`src/rtl/core/r2ntt_pkg.sv`:
```
// r2ntt_pkg: shared types, codes and modular helpers of the radix-2 ntt engine
// depends on nothing; used by every file under rtl/core
`default_nettype none

package r2ntt_pkg;

    localparam int RES_W     = 60;
    localparam int IDX_W     = 10;
    localparam int REQ_W     = 2;
    localparam int CFG_IDX_W = 2;
    localparam int LOG_W     = 4;

    typedef enum logic [CFG_IDX_W-1:0] {
        CFG_MODULUS    = 2'd0,
        CFG_ROOT       = 2'd1,
        CFG_LOG_SIZE   = 2'd2,
        CFG_NEGACYCLIC = 2'd3
    } t_cfg_idx;

    typedef enum logic [REQ_W-1:0] {
        REQ_LOAD  = 2'd0,
        REQ_XFORM = 2'd1,
        REQ_READ  = 2'd2,
        REQ_NONE  = 2'd3
    } t_req_kind;

    typedef struct packed {
        logic [REQ_W-1:0] req_type;
        logic [IDX_W-1:0] index;
        logic [RES_W-1:0] coeff_value;
    } t_in;

    typedef struct packed {
        logic [RES_W-1:0] read_value;
        logic             index_error;
        logic             transform_done;
    } t_out;

    typedef enum logic [2:0] {
        RESP_NONE = 3'd0,
        RESP_ZERO = 3'd1,
        RESP_ERR  = 3'd2,
        RESP_READ = 3'd3,
        RESP_DONE = 3'd4
    } t_resp;

    typedef enum logic [2:0] {
        WS_RED = 3'd0,
        WS_X   = 3'd1,
        WS_Y   = 3'd2,
        WS_SUM = 3'd3,
        WS_DIF = 3'd4
    } t_wsel;

    typedef enum logic [1:0] {
        MS_WY = 2'd0,
        MS_AA = 2'd1,
        MS_WS = 2'd2
    } t_msel;

    typedef enum logic [1:0] {
        RS_COEF  = 2'd0,
        RS_ROOT  = 2'd1,
        RS_RDATA = 2'd2
    } t_rsel;

    typedef enum logic [1:0] {
        WL_NONE = 2'd0,
        WL_ONE  = 2'd1,
        WL_A    = 2'd2,
        WL_MUL  = 2'd3
    } t_wld;

    typedef enum logic [1:0] {
        SL_NONE = 2'd0,
        SL_A    = 2'd1,
        SL_MUL  = 2'd2
    } t_sld;

    typedef struct packed {
        logic  latch;
        logic  rd_en;
        logic  wr_en;
        t_wsel wsel;
        logic  red_go;
        t_rsel rsel;
        logic  mul_go;
        t_msel msel;
        logic  ld_w0;
        logic  ld_a_w0;
        logic  ld_a_mul;
        t_wld  wld;
        t_sld  sld;
        logic  ld_x;
        logic  ld_y;
        t_resp resp;
    } t_cmd;

    typedef struct packed {
        t_req_kind        kind;
        logic [IDX_W-1:0] index;
        logic             idx_err;
        logic             red_done;
        logic             mul_done;
    } t_stat;

    typedef enum logic [4:0] {
        ST_IDLE,
        ST_DISPATCH,
        ST_LD_WAIT,
        ST_RD_OUT,
        ST_ROOT_WAIT,
        ST_RED_RD,
        ST_RED_GO,
        ST_RED_WAIT,
        ST_BR_CHK,
        ST_BR_RD1,
        ST_BR_RD2,
        ST_BR_CAP,
        ST_BR_WR1,
        ST_BR_WR2,
        ST_INIT,
        ST_SQ,
        ST_SQ_WAIT,
        ST_TW_INIT,
        ST_TW_SQW,
        ST_BF_RD1,
        ST_BF_RD2,
        ST_BF_MUL,
        ST_BF_WAIT,
        ST_BF_WR1,
        ST_BF_WR2,
        ST_TW_STEP,
        ST_TW_SW,
        ST_DONE
    } t_state;

    // operands below p
    function automatic logic [RES_W-1:0] add_mod(input logic [RES_W-1:0] a,
                                                 input logic [RES_W-1:0] b,
                                                 input logic [RES_W-1:0] p);
        logic [RES_W-1:0] d;
        d = p - b;
        if (a >= d) begin
            return a - d;
        end
        return a + b;
    endfunction

    function automatic logic [RES_W-1:0] sub_mod(input logic [RES_W-1:0] a,
                                                 input logic [RES_W-1:0] b,
                                                 input logic [RES_W-1:0] p);
        if (a >= b) begin
            return a - b;
        end
        return a + (p - b);
    endfunction

endpackage

`default_nettype wire

```
`src/rtl/core/r2ntt_ctrl.sv`:
```
// r2ntt_ctrl: request sequencer and transform loop counters
// depends on r2ntt_pkg
`default_nettype none

module r2ntt_ctrl #(
    parameter int AW = 10,
    parameter int LW = 4
) (
    input  wire                  i_clk,
    input  wire                  i_rst_n,
    input  wire                  i_start,
    input  wire [LW-1:0]         i_lg,
    input  wire                  i_nega,
    input  r2ntt_pkg::t_stat     i_stat,
    output logic                 o_busy,
    output r2ntt_pkg::t_cmd      o_cmd,
    output logic [AW-1:0]        o_rd_addr,
    output logic [AW-1:0]        o_wr_addr
);

    localparam int CW = AW + 1;
    localparam int SW = LW + 1;

    r2ntt_pkg::t_state r_state, n_state;
    r2ntt_pkg::t_cmd   cmd;

    logic [CW-1:0] r_i, n_i;
    logic [CW-1:0] r_k, n_k;
    logic [CW-1:0] r_j, n_j;
    logic [SW-1:0] r_s, n_s;
    logic [LW-1:0] r_c, n_c;

    logic [CW-1:0] len;
    logic [CW-1:0] half;
    logic [CW-1:0] span;
    logic [CW-1:0] k_h;
    logic [CW-1:0] k_next;
    logic [AW-1:0] rev_full;
    logic [AW-1:0] rev;
    logic [AW-1:0] idx_addr;
    logic          last_i;
    logic          last_j;
    logic          swap_need;
    logic          stage_over;

    assign len        = CW'(1) << i_lg;
    assign half       = CW'(1) << (r_s - SW'(1));
    assign span       = CW'(1) << r_s;
    assign k_h        = r_k + half;
    assign k_next     = r_k + span;
    assign last_i     = (r_i == len - CW'(1));
    assign last_j     = (r_j == half - CW'(1));
    assign stage_over = (r_s > SW'(i_lg));
    assign idx_addr   = AW'(i_stat.index);

    always_comb begin
        for (int b = 0; b < AW; b++) begin
            rev_full[b] = r_i[AW-1-b];
        end
    end

    assign rev       = rev_full >> (LW'(AW) - i_lg);
    assign swap_need = (rev > r_i[AW-1:0]);

    // next state
    always_comb begin
        n_state = r_state;
        case (r_state)
            r2ntt_pkg::ST_IDLE: begin
                if (i_start) begin
                    n_state = r2ntt_pkg::ST_DISPATCH;
                end
            end
            r2ntt_pkg::ST_DISPATCH: begin
                case (i_stat.kind)
                    r2ntt_pkg::REQ_LOAD: begin
                        n_state = i_stat.idx_err ? r2ntt_pkg::ST_IDLE
                                                 : r2ntt_pkg::ST_LD_WAIT;
                    end
                    r2ntt_pkg::REQ_READ: begin
                        n_state = i_stat.idx_err ? r2ntt_pkg::ST_IDLE
                                                 : r2ntt_pkg::ST_RD_OUT;
                    end
                    r2ntt_pkg::REQ_XFORM: n_state = r2ntt_pkg::ST_ROOT_WAIT;
                    default:              n_state = r2ntt_pkg::ST_IDLE;
                endcase
            end
            r2ntt_pkg::ST_LD_WAIT: begin
                if (i_stat.red_done) begin
                    n_state = r2ntt_pkg::ST_IDLE;
                end
            end
            r2ntt_pkg::ST_RD_OUT: n_state = r2ntt_pkg::ST_IDLE;
            r2ntt_pkg::ST_ROOT_WAIT: begin
                if (i_stat.red_done) begin
                    n_state = r2ntt_pkg::ST_RED_RD;
                end
            end
            r2ntt_pkg::ST_RED_RD: n_state = r2ntt_pkg::ST_RED_GO;
            r2ntt_pkg::ST_RED_GO: n_state = r2ntt_pkg::ST_RED_WAIT;
            r2ntt_pkg::ST_RED_WAIT: begin
                if (i_stat.red_done) begin
                    n_state = last_i ? r2ntt_pkg::ST_BR_CHK : r2ntt_pkg::ST_RED_RD;
                end
            end
            r2ntt_pkg::ST_BR_CHK: begin
                if (swap_need) begin
                    n_state = r2ntt_pkg::ST_BR_RD1;
                end else if (last_i) begin
                    n_state = r2ntt_pkg::ST_INIT;
                end
            end
            r2ntt_pkg::ST_BR_RD1: n_state = r2ntt_pkg::ST_BR_RD2;
            r2ntt_pkg::ST_BR_RD2: n_state = r2ntt_pkg::ST_BR_CAP;
            r2ntt_pkg::ST_BR_CAP: n_state = r2ntt_pkg::ST_BR_WR1;
            r2ntt_pkg::ST_BR_WR1: n_state = r2ntt_pkg::ST_BR_WR2;
            r2ntt_pkg::ST_BR_WR2: begin
                n_state = last_i ? r2ntt_pkg::ST_INIT : r2ntt_pkg::ST_BR_CHK;
            end
            r2ntt_pkg::ST_INIT: begin
                n_state = stage_over ? r2ntt_pkg::ST_DONE : r2ntt_pkg::ST_SQ;
            end
            r2ntt_pkg::ST_SQ: begin
                n_state = (r_c == '0) ? r2ntt_pkg::ST_TW_INIT : r2ntt_pkg::ST_SQ_WAIT;
            end
            r2ntt_pkg::ST_SQ_WAIT: begin
                if (i_stat.mul_done) begin
                    n_state = r2ntt_pkg::ST_SQ;
                end
            end
            r2ntt_pkg::ST_TW_INIT: begin
                n_state = i_nega ? r2ntt_pkg::ST_TW_SQW : r2ntt_pkg::ST_BF_RD1;
            end
            r2ntt_pkg::ST_TW_SQW: begin
                if (i_stat.mul_done) begin
                    n_state = r2ntt_pkg::ST_BF_RD1;
                end
            end
            r2ntt_pkg::ST_BF_RD1: n_state = r2ntt_pkg::ST_BF_RD2;
            r2ntt_pkg::ST_BF_RD2: n_state = r2ntt_pkg::ST_BF_MUL;
            r2ntt_pkg::ST_BF_MUL: n_state = r2ntt_pkg::ST_BF_WAIT;
            r2ntt_pkg::ST_BF_WAIT: begin
                if (i_stat.mul_done) begin
                    n_state = r2ntt_pkg::ST_BF_WR1;
                end
            end
            r2ntt_pkg::ST_BF_WR1: n_state = r2ntt_pkg::ST_BF_WR2;
            r2ntt_pkg::ST_BF_WR2: begin
                n_state = (k_next < len) ? r2ntt_pkg::ST_BF_RD1 : r2ntt_pkg::ST_TW_STEP;
            end
            r2ntt_pkg::ST_TW_STEP: begin
                n_state = last_j ? r2ntt_pkg::ST_INIT : r2ntt_pkg::ST_TW_SW;
            end
            r2ntt_pkg::ST_TW_SW: begin
                if (i_stat.mul_done) begin
                    n_state = r2ntt_pkg::ST_BF_RD1;
                end
            end
            r2ntt_pkg::ST_DONE: n_state = r2ntt_pkg::ST_IDLE;
            default:            n_state = r2ntt_pkg::ST_IDLE;
        endcase
    end

    // commands and counter updates
    always_comb begin
        cmd       = '0;
        o_rd_addr = '0;
        o_wr_addr = '0;
        n_i       = r_i;
        n_k       = r_k;
        n_j       = r_j;
        n_s       = r_s;
        n_c       = r_c;
        case (r_state)
            r2ntt_pkg::ST_IDLE: begin
                cmd.latch = i_start;
            end
            r2ntt_pkg::ST_DISPATCH: begin
                case (i_stat.kind)
                    r2ntt_pkg::REQ_LOAD: begin
                        if (i_stat.idx_err) begin
                            cmd.resp = r2ntt_pkg::RESP_ERR;
                        end else begin
                            cmd.red_go = 1'b1;
                            cmd.rsel   = r2ntt_pkg::RS_COEF;
                        end
                    end
                    r2ntt_pkg::REQ_READ: begin
                        if (i_stat.idx_err) begin
                            cmd.resp = r2ntt_pkg::RESP_ERR;
                        end else begin
                            cmd.rd_en = 1'b1;
                            o_rd_addr = idx_addr;
                        end
                    end
                    r2ntt_pkg::REQ_XFORM: begin
                        cmd.red_go = 1'b1;
                        cmd.rsel   = r2ntt_pkg::RS_ROOT;
                    end
                    default: cmd.resp = r2ntt_pkg::RESP_ZERO;
                endcase
            end
            r2ntt_pkg::ST_LD_WAIT: begin
                if (i_stat.red_done) begin
                    cmd.wr_en = 1'b1;
                    cmd.wsel  = r2ntt_pkg::WS_RED;
                    o_wr_addr = idx_addr;
                    cmd.resp  = r2ntt_pkg::RESP_ZERO;
                end
            end
            r2ntt_pkg::ST_RD_OUT: cmd.resp = r2ntt_pkg::RESP_READ;
            r2ntt_pkg::ST_ROOT_WAIT: begin
                if (i_stat.red_done) begin
                    cmd.ld_w0 = 1'b1;
                    n_i       = '0;
                end
            end
            r2ntt_pkg::ST_RED_RD: begin
                cmd.rd_en = 1'b1;
                o_rd_addr = r_i[AW-1:0];
            end
            r2ntt_pkg::ST_RED_GO: begin
                cmd.red_go = 1'b1;
                cmd.rsel   = r2ntt_pkg::RS_RDATA;
            end
            r2ntt_pkg::ST_RED_WAIT: begin
                if (i_stat.red_done) begin
                    cmd.wr_en = 1'b1;
                    cmd.wsel  = r2ntt_pkg::WS_RED;
                    o_wr_addr = r_i[AW-1:0];
                    n_i       = last_i ? '0 : r_i + CW'(1);
                end
            end
            r2ntt_pkg::ST_BR_CHK: begin
                if (!swap_need) begin
                    n_i = r_i + CW'(1);
                    n_s = SW'(1);
                end
            end
            r2ntt_pkg::ST_BR_RD1: begin
                cmd.rd_en = 1'b1;
                o_rd_addr = r_i[AW-1:0];
            end
            r2ntt_pkg::ST_BR_RD2: begin
                cmd.rd_en = 1'b1;
                o_rd_addr = rev;
                cmd.ld_x  = 1'b1;
            end
            r2ntt_pkg::ST_BR_CAP: cmd.ld_y = 1'b1;
            r2ntt_pkg::ST_BR_WR1: begin
                cmd.wr_en = 1'b1;
                cmd.wsel  = r2ntt_pkg::WS_Y;
                o_wr_addr = r_i[AW-1:0];
            end
            r2ntt_pkg::ST_BR_WR2: begin
                cmd.wr_en = 1'b1;
                cmd.wsel  = r2ntt_pkg::WS_X;
                o_wr_addr = rev;
                n_i       = r_i + CW'(1);
                n_s       = SW'(1);
            end
            r2ntt_pkg::ST_INIT: begin
                if (!stage_over) begin
                    cmd.ld_a_w0 = 1'b1;
                    n_c         = LW'(SW'(i_lg) - r_s);
                end
            end
            r2ntt_pkg::ST_SQ: begin
                if (r_c != '0) begin
                    cmd.mul_go = 1'b1;
                    cmd.msel   = r2ntt_pkg::MS_AA;
                end
            end
            r2ntt_pkg::ST_SQ_WAIT: begin
                if (i_stat.mul_done) begin
                    cmd.ld_a_mul = 1'b1;
                    n_c          = r_c - LW'(1);
                end
            end
            r2ntt_pkg::ST_TW_INIT: begin
                if (i_nega) begin
                    cmd.mul_go = 1'b1;
                    cmd.msel   = r2ntt_pkg::MS_AA;
                end else begin
                    cmd.wld = r2ntt_pkg::WL_ONE;
                    cmd.sld = r2ntt_pkg::SL_A;
                    n_j     = '0;
                    n_k     = '0;
                end
            end
            r2ntt_pkg::ST_TW_SQW: begin
                if (i_stat.mul_done) begin
                    cmd.wld = r2ntt_pkg::WL_A;
                    cmd.sld = r2ntt_pkg::SL_MUL;
                    n_j     = '0;
                    n_k     = '0;
                end
            end
            r2ntt_pkg::ST_BF_RD1: begin
                cmd.rd_en = 1'b1;
                o_rd_addr = k_h[AW-1:0];
            end
            r2ntt_pkg::ST_BF_RD2: begin
                cmd.rd_en = 1'b1;
                o_rd_addr = r_k[AW-1:0];
                cmd.ld_y  = 1'b1;
            end
            r2ntt_pkg::ST_BF_MUL: begin
                cmd.ld_x   = 1'b1;
                cmd.mul_go = 1'b1;
                cmd.msel   = r2ntt_pkg::MS_WY;
            end
            r2ntt_pkg::ST_BF_WR1: begin
                cmd.wr_en = 1'b1;
                cmd.wsel  = r2ntt_pkg::WS_SUM;
                o_wr_addr = r_k[AW-1:0];
            end
            r2ntt_pkg::ST_BF_WR2: begin
                cmd.wr_en = 1'b1;
                cmd.wsel  = r2ntt_pkg::WS_DIF;
                o_wr_addr = k_h[AW-1:0];
                if (k_next < len) begin
                    n_k = k_next;
                end
            end
            r2ntt_pkg::ST_TW_STEP: begin
                if (last_j) begin
                    n_s = r_s + SW'(1);
                end else begin
                    cmd.mul_go = 1'b1;
                    cmd.msel   = r2ntt_pkg::MS_WS;
                end
            end
            r2ntt_pkg::ST_TW_SW: begin
                if (i_stat.mul_done) begin
                    cmd.wld = r2ntt_pkg::WL_MUL;
                    n_j     = r_j + CW'(1);
                    n_k     = r_j + CW'(1);
                end
            end
            r2ntt_pkg::ST_DONE: cmd.resp = r2ntt_pkg::RESP_DONE;
            default: cmd = '0;
        endcase
    end

    always_ff @(posedge i_clk) begin
        if (!i_rst_n) begin
            r_state <= r2ntt_pkg::ST_IDLE;
            r_i     <= '0;
            r_k     <= '0;
            r_j     <= '0;
            r_s     <= '0;
            r_c     <= '0;
        end else begin
            r_state <= n_state;
            r_i     <= n_i;
            r_k     <= n_k;
            r_j     <= n_j;
            r_s     <= n_s;
            r_c     <= n_c;
        end
    end

    assign o_busy = (r_state != r2ntt_pkg::ST_IDLE);
    assign o_cmd  = cmd;

    a_accept_dispatch: assert property (@(posedge i_clk) disable iff (!i_rst_n)
        (r_state == r2ntt_pkg::ST_IDLE && i_start) |=> (r_state == r2ntt_pkg::ST_DISPATCH))
        else $error("accepted request not dispatched");

    a_resp_then_idle: assert property (@(posedge i_clk) disable iff (!i_rst_n)
        (cmd.resp != r2ntt_pkg::RESP_NONE) |=> (r_state == r2ntt_pkg::ST_IDLE))
        else $error("result issued without returning to idle");

    a_one_port_op: assert property (@(posedge i_clk) disable iff (!i_rst_n)
        !(cmd.rd_en && cmd.wr_en))
        else $error("memory read and write in the same cycle");

    a_one_unit: assert property (@(posedge i_clk) disable iff (!i_rst_n)
        !(cmd.mul_go && cmd.red_go))
        else $error("both arithmetic units started together");

endmodule

`default_nettype wire

```
`config.mk`:
```
export PLATFORM = sky130hd
export DESIGN_NAME = r2ntt_ctrl
export DESIGN_NICKNAME = d
export VERILOG_FILES = /design/src/rtl/core/r2ntt_pkg.sv /design/src/rtl/core/r2ntt_ctrl.sv
export SDC_FILE = /design/constraint.sdc
export NUM_CORES = 1
export LEC_CHECK = 0
export CAP_MARGIN = 20
export CORE_ASPECT_RATIO = 0.8
export CORE_MARGIN = 5
export CORE_UTILIZATION = 30
export CTS_CLUSTER_SIZE = 24
export DETAILED_ROUTE_END_ITERATION = 16
export DONT_BUFFER_PORTS = 1
export GPL_ROUTABILITY_DRIVEN = 0
export PLACE_DENSITY = 0.41
export SETUP_SLACK_MARGIN = 0.05
export SYNTH_ARGS = -nofsm -noshare
export SYNTH_HDL_FRONTEND = slang
export SYNTH_SLANG_ARGS = --single-unit
export TNS_END_PERCENT = 30
```
`constraint.sdc`:
```
create_clock -name i_clk -period 8.25 [get_ports i_clk]
set_clock_uncertainty 0.05 [all_clocks]
set_input_delay 1.65 -clock i_clk [delete_from_list [all_inputs] [get_ports i_clk]]
set_output_delay 1.65 -clock i_clk [all_outputs]
set_load 0.005 [all_outputs]
```
# == Word-level counts from Yosys, hierarchy flattened ==
# Cells that the tools add are included.
# Widths: inputs -> output; s select.
# op_classes
n_addsub,11
n_lt_le_gt_ge,3
eq_ne,46
shift,4
muxes,73
reduce_logical,23
# ops
op,count
$pmux 5 s25,1
$mux 11,8
$pmux 11 s4,2
$mux 5,13
$eq 5x5->1 const B,12
$pmux 10 s6,1
$pmux 10 s5,1
$eq 5x4->1 const B,8
$mux 10,4
$pmux 11 s3,1
$ne 2x2->1 const B,13
$mux 4,6
$pmux 3 s4,2
$add 11x1->11 const B,2
$eq 11x11->1,2
$shl 1x5->11 const A,2
$sub 11x1->11 const B,2
$eq 5x3->1 const B,4
$pmux 4 s5,1
$mux 3,6
$pmux 5 s3,1
$mux 1,14
$pmux 3 s2,2
$reduce_bool 4->1,3
36 further kinds,49
# totals
register_bits,47
inputBits,23
output_inout_bits,45
elab_cells,166

# == Longest topological paths before layout ==
# Gate-level depths: netlist of run 1.
# logic_depth
depth_word,6
depth_mapped,26
ltp_nobuf,23

# == Worst setup path after synthesis of run 1 ==
# Ideal clock, no wire load.
# synth_timing
path_kind,register to output
from,register r_s[1]
to,output o_cmd[14] in the netlist's numbering
arrival_time_ps,3488
required_time_ps,6550
slack_ps,3062
stages_incl_launch_ff,18
path_buffers,2
cell_sequence,dfxtp_1 inv_1 ha_1 clkbuf_2 or4_4 nor2_4 a21o_4 nand2_1 ha_1 buf_4 xnor2_1 or3_1 a21oi_1 o211ai_2 nor4b_2 nand4_1 nand2_1 nand3b_1
# synth_lines
item,line,text
start: declaration,r2ntt_ctrl.sv:30,"logic [SW-1:0] r_s, n_s;"
start signal: assignment,r2ntt_ctrl.sv:359,r_s <= n_s;
end: declaration,r2ntt_ctrl.sv:16,"output r2ntt_pkg::t_cmd o_cmd,"

==> results of run 1 <==
[registers in the layout, summed over array words and instances (netlist names)]
name,count
r_c,4
r_k,11
r_j,11
r_i,11
r_s,5
r_state,5
[cell families (layout without fill, tap and decap cells)]
group / Yosys count / count (layout) / share of synthesized area, %
AND/OR/NAND/NOR: 366 / 366 / 25.95
AO/OA/AOI/OAI: 281 / 281 / 28.75
buffers and inverters: 107 / 67 / 6.524
adder cells (fa/ha/maj): 66 / 66 / 12.25
XOR/XNOR: 66 / 66 / 8.458
flip-flops: 47 / 47 / 13.59
multiplexers: 28 / 28 / 4.464
[synthesized netlist by cell type, drive strengths merged, types with 5 or more instances]
master | n | area, um^2
nand4 | 9 | 62.56
buf | 17 | 107.6
o22ai | 7 | 43.79
o21ai | 54 | 270.3
a21o | 17 | 135.1
o221ai | 7 | 61.31
nand3b | 6 | 45.04
nor3 | 27 | 135.1
nand2 | 93 | 356.6
nor2b | 7 | 43.79
nor2 | 121 | 464.2
o211ai | 8 | 65.06
or2 | 5 | 33.78
xnor2 | 42 | 367.9
a221o | 5 | 50.05
clkbuf | 38 | 143.9
nand3 | 30 | 150.1
and3 | 15 | 93.84
ha | 63 | 788.3
a21oi | 63 | 315.3
nor3b | 5 | 37.54
o21a | 8 | 60.06
o31ai | 7 | 52.55
nor4 | 5 | 37.53
a211oi | 26 | 215.2
and2 | 10 | 62.56
dfxtp | 47 | 940.9
or3 | 7 | 43.79
o21bai | 11 | 86.33
a221oi | 5 | 43.79
mux2i | 23 | 230.2
inv | 49 | 183.9
nand2b | 10 | 62.56
a222oi | 16 | 160.2
xor2 | 24 | 217.7
[critical path, cell delays in order, from the launching register on]
cell,delay [ps]
sky130_fd_sc_hd__dfxtp_1,580
sky130_fd_sc_hd__inv_1,210
sky130_fd_sc_hd__ha_1,330
sky130_fd_sc_hd__and2_1,230
sky130_fd_sc_hd__a21o_1,220
sky130_fd_sc_hd__a21o_4,260
sky130_fd_sc_hd__nand2_1,90
sky130_fd_sc_hd__ha_1,390
sky130_fd_sc_hd__o41ai_1,220
sky130_fd_sc_hd__o311ai_0,580
sky130_fd_sc_hd__nor2_1,80
sky130_fd_sc_hd__nor4bb_1,320
sky130_fd_sc_hd__nand4_1,320
sky130_fd_sc_hd__nand2_1,250
sky130_fd_sc_hd__nand3b_1,130
[routing by layer]
metal / part of all wire (%) / wire, um
met5: 0 / 0
met4: 1.1 / 305
met3: 7.9 / 2163
met2: 41 / 11380
met1: 50 / 13580
[cell type report]
class                      count  area, um^2
clock buffer                   5       125.1
clock inverter                 3       47.55
fill                        2440       15340
inverter                      52       200.2
multi-input combinational    807        5530
sequential                    47       940.9
tap                          306       382.9
timing repair buffer           7       52.55
[worst paths after layout]
path           from   endpoint
max          r_s[1]  o_cmd[14]
min          r_c[3]     r_c[3]
max reg2reg  r_s[1]    r_k[10]
min reg2reg  r_c[3]     r_c[3]
[power groups by stage]
stage | logic, mW | clock network (mW) | registers, mW
after floorplan | 0.280 | 0 | 0.247
after global placement | 0.367 | 0 | 0.265
after detailed placement | 0.359 | 0 | 0.264
after CTS | 0.360 | 0.262 | 0.259
after global routing | 0.399 | 0.271 | 0.262
final | 0.365 | 0.255 | 0.259
[through the flow]
| step | instances | area (um^2) | power, mW | hold WS, ps |
|---|---|---|---|---|
| floorplan | 961 | 6923 | 0.5272 | 407.6 |
| global placement | 1219 | 7107 | 0.6323 | 435.6 |
| detailed placement | 1219 | 7107 | 0.6228 | 438.3 |
| CTS | 1227 | 7279 | 0.8807 | 448.5 |
| global route | 1227 | 7279 | 0.9313 | 483.4 |
| finish | 1227 | 7279 | 0.8795 | 453.5 |
==> run summary, run 1 <==
======================================================================================================
Outcome ................................................................................. finished, final reports clean
Critical path capture point type ........................................................   output pin
First-pass GRT wire length ..............................................................     41.85 mm
Net switching share of the total power ..................................................       43.33%
Max transition margin ...................................................................       30.54%
Total of flip-flops plus latches after synthesis ........................................           47
Peak Freq ...............................................................................   0.1609 GHz
Via density per instance ................................................................        5.874
Portion of the post-synthesis area used by sequential elements ..........................       13.59%
Post-route DRC violation count ..........................................................            0
Remaining antenna violation count .......................................................            0
CP max FO ...............................................................................           11
Critical path type ......................................................................   reg -> out
Total count of hold-check failures in the final report ..................................            0
Number of different library cells in the post-synthesis netlist .........................           88
Syn. warnings ...........................................................................            0
Share of the core filled with cells in the final layout .................................       32.18%
Fraction of final layout cells with drive strength greater than 1 .......................       5.537%
Post-synthesis instance area ............................................................    6923 um^2
Initial antenna violation count .........................................................            0
Die width ...............................................................................     179.8 um
DRT Pass-1 Iters ........................................................................            7
Reported max-cap violation count ........................................................            0
Busiest layer in global routing .........................................................         met1
Root buf cell ........................................................................... sky130_fd_sc_hd__clkbuf_16
Setup TNS ...............................................................................         0 ps
Worst hold-check path type ..............................................................   reg -> reg
Placed wire-length estimate .............................................................     21.62 mm
Critical path arrival ...................................................................      4520 ps
Part of the cycle the worst path needs ..................................................       75.35%
Sinks on Clock Net ......................................................................           47
Worst hold path cell count ..............................................................            2
Part of the total power dissipated in sequential elements ...............................        29.4%
Pre-CTS WS ..............................................................................      2369 ps
Pin slew with the least headroom to its limit ...........................................      1034 ps
Final number of setup-violating endpoints ...............................................            0
DIE HEIGHT ..............................................................................     145.9 um
Full die area ...........................................................................   26230 um^2
Largest voltage drop on the vdd net .....................................................   0.06960 mV
Power share of the clock group ..........................................................        29.0%
Number of CTS-inserted buffers ..........................................................            5
Global-route usage over all layers ......................................................       20.14%
Required time worst endpoint ............................................................      6550 ps
Total of cells resized after clock tree synthesis .......................................            0
Total routed wirelength .................................................................     27.42 mm
Final layout net count ..................................................................         1009
Clock transition at the register clock pins on the worst setup and hold paths after CTS .        80 ps
Final worst-path setup slack ............................................................      2034 ps
CTS tree ................................................................................         done
# diodes ................................................................................            0
Buffer depth of the longest clock path ..................................................            2
Number of flops mapped to enable cells by yosys .........................................            0
Met1 GRT Util ...........................................................................       30.51%
Most frequent standard cell in the layout excluding fill and tap cells .................. sky130_fd_sc_hd__nor2_1
Sw Pwr ..................................................................................    0.3811 mW
Average wire per cell in the routed design ..............................................     22.35 um
Number of global-route vias before repair ...............................................         6645
Pin count of the biggest net entering global routing ....................................           34
Clock period minus final worst setup slack ..............................................      6216 ps
Async SR Flop Fraction ..................................................................           0%
Total number of vias ....................................................................         7207
P&R area growth vs syn ..................................................................       5.151%
Buffer count from post-CTS setup fixing .................................................            0
Met3 usage ..............................................................................       4.523%
Syn_nets ................................................................................         1050
Overflow left after global routing ......................................................            0
Register-to-register setup slack ........................................................      2560 ps
Max H-tree Level ........................................................................            2
Synthesized area per cell ...............................................................   7.204 um^2
Number of standard-cell rows in the floorplan ...........................................           49
Leakage Power ...........................................................................     2.818 nW
Power density relative to cell area ..................................................... 120.8 nW/um^2
IO Pins .................................................................................           68
Count of pins over their slew limit .....................................................            0
Type of element launching the critical path .............................................    flip-flop
Internal Pwr Total ......................................................................    0.4984 mW
Power share of the combinational group ..................................................        41.5%
FF-to-FF path depth .....................................................................           21
Gate Count Post-Synth ...................................................................          961
Core outline area .......................................................................   22620 um^2
Hold-fix buffers, CTS ...................................................................            0
Starting density of the core ............................................................       30.60%
Most instantiated flip-flop cell in the synthesis netlist ............................... sky130_fd_sc_hd__dfxtp_1
IO buf count ............................................................................            0
Setup repair after global routing missed its margin .....................................        false
Most used cells in the layout excluding fill and tap cells .............................. 119 x sky130_fd_sc_hd__nor2_1, 92 x sky130_fd_sc_hd__nand2_1, 63 x sky130_fd_sc_hd__a21oi_1, 63 x sky130_fd_sc_hd__ha_1, 51 x sky130_fd_sc_hd__o21ai_0
Clock latency at the later pin of the worst-skew pair ...................................       310 ps
Iteration-0 DRC Markers .................................................................          684
Global-route met2 utilization ...........................................................       29.34%
======================================================================================================
(Power assumes the default switching activity.)
==> inputs of run 2 (changes only) <==
--- a/config.mk
+++ b/config.mk
@@ -13,7 +13,7 @@
 export DETAILED_ROUTE_END_ITERATION = 16
 export DONT_BUFFER_PORTS = 1
 export GPL_ROUTABILITY_DRIVEN = 0
-export PLACE_DENSITY = 0.41
+export PLACE_DENSITY = 0.42
 export SETUP_SLACK_MARGIN = 0.05
 export SYNTH_ARGS = -nofsm -noshare
 export SYNTH_HDL_FRONTEND = slang
==> constraint.sdc (replaced) <==
create_clock -name i_clk -period 5.59 [get_ports i_clk]
set_clock_uncertainty 0.05 [all_clocks]
set_input_delay 1.118 -clock i_clk [delete_from_list [all_inputs] [get_ports i_clk]]
set_output_delay 1.118 -clock i_clk [all_outputs]
set_load 0.005 [all_outputs]
==> run 2 against run 1 <==
  * Die area stayed put
  * Sequential power is 40% higher
  * Via count is 0.74% higher
  * Utilization is 0.61 points higher
  * Clock power is 29% higher
  * Combinational power is 59% higher
  * Count of clock-buffer cells in the layout stayed put
  * Critical path depth is 1 higher
  * Critical path type unchanged
==> run summary, run 2 (same netlist as run 1, synthesis figures left out) <==
======================================================================================================
Outcome ................................................................................. finished, final reports clean   unchanged
P&R area growth vs syn ..................................................................       7.139%   was 5.151%
Sinks on Clock Net ......................................................................           47   unchanged
Number of CTS-inserted buffers ..........................................................            5   unchanged
Largest registers ....................................................................... r_i x11, r_j x11, r_k x11   unchanged
Required time worst endpoint ............................................................      4420 ps   was 6550 ps
IO buf count ............................................................................            0   unchanged
Placed wire-length estimate .............................................................     21.73 mm   was 21.62 mm
Full die area ...........................................................................   26230 um^2   unchanged
Finished layout cell area ...............................................................    7417 um^2   was 7279 um^2
Buffer depth of the longest clock path ..................................................            2   unchanged
Worst hold-check path type ..............................................................   reg -> reg   unchanged
Total number of vias ....................................................................         7260   was 7207
DIE HEIGHT ..............................................................................     145.9 um   unchanged
Overflow left after global routing ......................................................            0   unchanged
Via density per instance ................................................................        5.827   was 5.874
Core outline area .......................................................................   22620 um^2   unchanged
Total routed wirelength .................................................................     27.63 mm   was 27.42 mm
Fraction of final layout cells with drive strength greater than 1 .......................       7.553%   was 5.537%
First-pass GRT wire length ..............................................................     42.06 mm   was 41.85 mm
Count of pins over their slew limit .....................................................            0   unchanged
Most frequent standard cell in the layout excluding fill and tap cells .................. sky130_fd_sc_hd__nor2_1   unchanged
Root buf cell ........................................................................... sky130_fd_sc_hd__clkbuf_16   unchanged
Setup TNS ...............................................................................         0 ps   unchanged
Post-route DRC violation count ..........................................................            0   unchanged
Number of standard-cell rows in the floorplan ...........................................           49   unchanged
Clock latency at the later pin of the worst-skew pair ...................................       310 ps   about the same
Largest voltage drop on the vdd net .....................................................    0.1099 mV   was 0.06960 mV
Most used cells in the layout excluding fill and tap cells .............................. 119 x sky130_fd_sc_hd__nor2_1, 92 x sky130_fd_sc_hd__nand2_1, 63 x sky130_fd_sc_hd__a21oi_1, 63 x sky130_fd_sc_hd__ha_1, 51 x sky130_fd_sc_hd__o21ai_0   unchanged
Critical path type ......................................................................   reg -> out   unchanged
DRT Pass-1 Iters ........................................................................            8   was 7
Pin slew with the least headroom to its limit ...........................................      1146 ps   was 1034 ps
Die width ...............................................................................     179.8 um   unchanged
Buffer count from post-CTS setup fixing .................................................            0   unchanged
Pin count of the biggest net entering global routing ....................................           31   was 34
Share of the core filled with cells in the final layout .................................       32.79%   was 32.18%
CTS tree ................................................................................         done   unchanged
Type of element launching the critical path .............................................    flip-flop   unchanged
Max H-tree Level ........................................................................            2   unchanged
Met3 usage ..............................................................................       4.173%   was 4.523%
Critical path capture point type ........................................................   output pin   unchanged
Average wire per cell in the routed design ..............................................     22.17 um   was 22.35 um
Power density relative to cell area ..................................................... 171.8 nW/um^2   was 120.8 nW/um^2
# diodes ................................................................................            0   unchanged
Worst hold slack after final layout .....................................................     449.8 ps   was 453.5 ps
Max transition margin ...................................................................       23.00%   was 30.54%
Initial antenna violation count .........................................................            0   unchanged
Starting density of the core ............................................................       30.60%   unchanged
Total area of sequential cells ..........................................................   940.9 um^2   unchanged
Global-route met2 utilization ...........................................................       28.56%   was 29.34%
Instance area after placement ...........................................................    7262 um^2   was 7107 um^2
Number of global-route vias before repair ...............................................         6541   was 6645
Clock transition at the register clock pins on the worst setup and hold paths after CTS .        70 ps   was 80 ps
Leakage Power ...........................................................................     2.906 nW   was 2.818 nW
Final number of setup-violating endpoints ...............................................            0   unchanged
Multi-input combinational cell area .....................................................    5535 um^2   was 5530 um^2
CP max FO ...............................................................................            8   was 11
Iteration-0 DRC Markers .................................................................          748   was 684
Clock period minus final worst setup slack ..............................................      5265 ps
Number of filler cells placed in the layout .............................................         2467   was 2440
Peak Freq ...............................................................................   0.1899 GHz
Critical path arrival ...................................................................      4100 ps   was 4520 ps
Remaining antenna violation count .......................................................            0   unchanged
Part of the cycle the worst path needs ..................................................       94.19%
Final layout net count ..................................................................         1028   was 1009
Busiest layer in global routing .........................................................         met1   unchanged
Setup repair after global routing missed its margin .....................................        false   unchanged
Reported max-cap violation count ........................................................            0   unchanged
Met1 GRT Util ...........................................................................       31.77%   was 30.51%
IO Pins .................................................................................           68   unchanged
Global-route usage over all layers ......................................................       20.24%   was 20.14%
Total count of hold-check failures in the final report ..................................            0   unchanged
======================================================================================================
run 2: cell types whose count changed in the layout (fill, tap and decap cells not counted):
cell | previous run | this run
sky130_fd_sc_hd__buf_12 | 0 | 1
sky130_fd_sc_hd__buf_4 | 7 | 25
sky130_fd_sc_hd__bufinv_16 | 1 | 0
sky130_fd_sc_hd__clkinv_4 | 2 | 1
sky130_fd_sc_hd__clkinvlp_4 | 0 | 1
sky130_fd_sc_hd__inv_6 | 1 | 2
sky130_fd_sc_hd__nor3_1 | 27 | 26
sky130_fd_sc_hd__nor3_2 | 0 | 1
run 2: final cells by class:
cell class                      instances  share of cell area, %
Multi-Input combinational cell        807                  74.63
Sequential cell                        47                  12.69
Tap cell                              306                  5.162
Timing Repair Buffer                   26                  2.800
Inverter                               52                  2.699
Clock buffer                            5                  1.687
Clock inverter                          3                 0.3374
run 2: metrics by stage:
stage / total power [mW] / setup WS [ps] / cells
finish: 1.275 / 324.6 / 1246
global route: 1.358 / 72.29 / 1246
CTS: 1.277 / 358.6 / 1246
detailed placement: 0.9403 / 340.4 / 1238
global placement: 0.9457 / 313.9 / 1238
floorplan: 0.7781 / 934.3 / 961
run 2: report_power, final:
part	internal (mW)	total [mW]	leakage, nW	switching (mW)
registers	0.347	0.363	0.379	0.0164
logic	0.187	0.582	2.46	0.395
clock network	0.170	0.330	0.0708	0.160
run 2: final timing paths:
path	from	end	slack, ps	depth (start not counted)
worst min register to register	r_c[3]	r_c[3]	450	2
worst max-delay path	r_s[0]	o_cmd[14]	320	15
worst min-delay path	r_c[3]	r_c[3]	450	2
worst max register to register	r_s[0]	r_k[10]	630	24
run 2: layer usage:
metal	wire length [um]	vias up
met4	286	0
met5	0	-
met1	13770	3481
met2	11390	279
li1	-	3483
met3	2180	17
run 2: critical path, cell delays in order, from the launching register on:
cell	delay (ps)
sky130_fd_sc_hd__dfxtp_1	340
sky130_fd_sc_hd__inv_1	160
sky130_fd_sc_hd__ha_1	360
sky130_fd_sc_hd__nor2_1	150
sky130_fd_sc_hd__a21o_1	270
sky130_fd_sc_hd__a21o_4	250
sky130_fd_sc_hd__nand2_1	90
sky130_fd_sc_hd__ha_1	190
sky130_fd_sc_hd__buf_4	170
sky130_fd_sc_hd__o41ai_1	120
sky130_fd_sc_hd__o311ai_0	580
sky130_fd_sc_hd__nor2_1	80
sky130_fd_sc_hd__nor4bb_1	280
sky130_fd_sc_hd__nand4_1	300
sky130_fd_sc_hd__nand2_1	290
sky130_fd_sc_hd__nand3b_1	150
run 2: what timing repair did:
item / in CTS / in global routing
setup endpoints to repair: 0 / 2
hold buffers: 0 / 0
resized for setup: 0 / 1
==> inputs of run 3 (changes only) <==
--- a/config.mk
+++ b/config.mk
@@ -13,7 +13,7 @@
 export DETAILED_ROUTE_END_ITERATION = 16
 export DONT_BUFFER_PORTS = 1
 export GPL_ROUTABILITY_DRIVEN = 0
-export PLACE_DENSITY = 0.42
+export PLACE_DENSITY = 0.5
 export SETUP_SLACK_MARGIN = 0.05
 export SYNTH_ARGS = -nofsm -noshare
 export SYNTH_HDL_FRONTEND = slang
==> run 3 against run 2 <==
  * Critical path depth down 1
  * Worst hold slack worse by 3.5 ps
  * Register-to-register slack lost 210 ps
  * Utilization shrank 0.10 points
  * Routed wire length down 4.8%
  * Via count fell by 0.11%
  * Die area unchanged
  * Power down 1.2%
  * Global-route usage is 0.94 points lower
  * Sequential share of layout area about the same
  * Non-clock buffer count decreased by 2
  * Combinational power barely moved
==> run summary, run 3 (same netlist as run 1, synthesis figures left out) <==
======================================================================================================
Outcome ................................................................................. finished, final reports clean   unchanged
Final Power .............................................................................     1.259 mW   was 1.275 mW
Pin count of the biggest net entering global routing ....................................           32   was 31
Count of non-filler cells in the finished layout ........................................         1244   was 1246
Power density relative to cell area ..................................................... 170.3 nW/um^2   was 171.8 nW/um^2
Largest voltage drop on the vdd net .....................................................    0.1290 mV   was 0.1099 mV
Average wire per cell in the routed design ..............................................     21.14 um   was 22.17 um
Number of placed instances, taps included ...............................................         1236   was 1238
Placed wire-length estimate .............................................................     20.59 mm   was 21.73 mm
Final layout net count ..................................................................         1026   was 1028
DRT Pass-1 Iters ........................................................................            8   unchanged
Required time worst endpoint ............................................................      4420 ps   about the same
Setup repair after global routing missed its margin .....................................        false   unchanged
Reported max-cap violation count ........................................................            0   unchanged
IO Pins .................................................................................           68   unchanged
Met2 routed WL ..........................................................................     10.71 mm   was 11.39 mm
First-pass GRT wire length ..............................................................     40.54 mm   was 42.06 mm
Part of the cycle the worst path needs ..................................................       94.98%   was 94.19%
Setup TNS ...............................................................................         0 ps   unchanged
Fraction of final layout cells with drive strength greater than 1 .......................       7.463%   was 7.553%
CTS tree ................................................................................         done   unchanged
Instance area after placement ...........................................................    7234 um^2   was 7262 um^2
Die width ...............................................................................     179.8 um   unchanged
Met1 Routed Length ......................................................................     13.10 mm   was 13.77 mm
Global-route usage over all layers ......................................................       19.30%   was 20.24%
# diodes ................................................................................            0   unchanged
Number of standard-cell rows in the floorplan ...........................................           49   unchanged
Most frequent standard cell in the layout excluding fill and tap cells .................. sky130_fd_sc_hd__nor2_1   unchanged
Critical path capture point type ........................................................   output pin   unchanged
Max transition margin ...................................................................       36.17%   was 23.00%
Final worst-path setup slack ............................................................     280.4 ps   was 324.6 ps
Buffer depth of the longest clock path ..................................................            2   unchanged
Number of filler cells placed in the layout .............................................         2443   was 2467
Via density per instance ................................................................        5.830   was 5.827
Most used cells in the layout excluding fill and tap cells .............................. 119 x sky130_fd_sc_hd__nor2_1, 92 x sky130_fd_sc_hd__nand2_1, 63 x sky130_fd_sc_hd__a21oi_1   was 119 x sky130_fd_sc_hd__nor2_1, 92 x sky130_fd_sc_hd__nand2_1, 63 x sky130_fd_sc_hd__a21oi_1, 63 x sky130_fd_sc_hd__ha_1, 51 x sky130_fd_sc_hd__o21ai_0
Pin slew with the least headroom to its limit ...........................................     950.1 ps   was 1146 ps
Core outline area .......................................................................   22620 um^2   unchanged
Max H-tree Level ........................................................................            2   unchanged
Critical path arrival ...................................................................      4140 ps   was 4100 ps
Share of the core filled with cells in the final layout .................................       32.69%   was 32.79%
Number of global-route vias before repair ...............................................         6604   was 6541
Peak Freq ...............................................................................   0.1883 GHz   was 0.1899 GHz
Buffer count from post-CTS setup fixing .................................................            0   unchanged
Remaining antenna violation count .......................................................            0   unchanged
Type of element launching the critical path .............................................    flip-flop   unchanged
Worst hold slack after final layout .....................................................     446.3 ps   was 449.8 ps
Starting density of the core ............................................................       30.60%   unchanged
Top Layer Used ..........................................................................         met4   unchanged
Total count of hold-check failures in the final report ..................................            0   unchanged
CP max FO ...............................................................................            9   was 8
Iteration-0 DRC Markers .................................................................          762   was 748
P&R area growth vs syn ..................................................................       6.814%   was 7.139%
Clock latency at the later pin of the worst-skew pair ...................................       310 ps   about the same
Total number of vias ....................................................................         7252   was 7260
IO buf count ............................................................................            0   unchanged
Finished layout cell area ...............................................................    7395 um^2   was 7417 um^2
Total routed wirelength .................................................................     26.30 mm   was 27.63 mm
Final number of setup-violating endpoints ...............................................            0   unchanged
Sum of met3 wire segment lengths after detailed routing .................................     2.154 mm   was 2.180 mm
Full die area ...........................................................................   26230 um^2   unchanged
Leakage Power ...........................................................................     2.892 nW   was 2.906 nW
DIE HEIGHT ..............................................................................     145.9 um   unchanged
Worst hold-check path type ..............................................................   reg -> reg   unchanged
Largest registers ....................................................................... r_i x11, r_j x11, r_k x11   unchanged
Number of CTS-inserted buffers ..........................................................            5   unchanged
Critical path type ......................................................................   reg -> out   unchanged
Sinks on Clock Net ......................................................................           47   unchanged
Post-route DRC violation count ..........................................................            0   unchanged
Overflow left after global routing ......................................................            0   unchanged
Clock period minus final worst setup slack ..............................................      5310 ps   was 5265 ps
Pre-CTS WS ..............................................................................     122.6 ps   was 340.4 ps
Root buf cell ........................................................................... sky130_fd_sc_hd__clkbuf_16   unchanged
Clock transition at the register clock pins on the worst setup and hold paths after CTS .        70 ps   about the same
Initial antenna violation count .........................................................            0   unchanged
Count of pins over their slew limit .....................................................            0   unchanged
======================================================================================================
## run 3: repair_timing
action	4_1_cts	5_1_grt
hold buffers	0	0
setup endpoints to repair	0	13
gates resized for setup	0	4
endpoints found under the hold margin	0	0
## run 3: worst paths after layout
kind	start	endpoint	slack, ps	cells past startpoint
setup / recovery	r_s[1]	o_cmd[14]	280	14
hold / removal	r_j[10]	r_j[10]	450	2
setup reg to reg	r_s[0]	r_k[9]	420	20
hold reg to reg	r_j[10]	r_j[10]	450	2
## run 3: critical path, stage by stage (launching register included)
cell and delay (ps):
sky130_fd_sc_hd__dfxtp_1 310, sky130_fd_sc_hd__inv_1 230, sky130_fd_sc_hd__ha_2 340, sky130_fd_sc_hd__nor2_1 100, sky130_fd_sc_hd__a21o_1 260, sky130_fd_sc_hd__a21o_4 250, sky130_fd_sc_hd__nand2_1 90, sky130_fd_sc_hd__ha_1 380
sky130_fd_sc_hd__o41ai_1 200, sky130_fd_sc_hd__o311ai_0 550, sky130_fd_sc_hd__nor2_1 90, sky130_fd_sc_hd__nor4bb_1 290, sky130_fd_sc_hd__nand4_1 340, sky130_fd_sc_hd__nand2_1 270, sky130_fd_sc_hd__nand3b_1 130
## run 3: where the power goes
group	leakage (nW)	switching, mW	internal (mW)
clock network	0.0669	0.151	0.166
logic	2.45	0.390	0.191
registers	0.379	0.0143	0.347
total	2.89	0.555	0.704
## run 3: layout make-up
type                    count  area [um^2]  share of cell area, %
inverters                  52        200.2                  2.707
multi-input cells         807         5549                  75.04
well taps                 306        382.9                  5.178
clock buffers               6        128.9                  1.743
repair buffers             24        180.2                  2.437
flip-flops and latches     47        940.9                  12.72
clock inverters             2        12.51                 0.1692
## run 3: layer usage
metal	GRT usage [%]	vias up
met5	0	-
met1	29.53	3440
met3	4.898	26
li1	-	3479
met4	3.846	0
met2	27.06	307
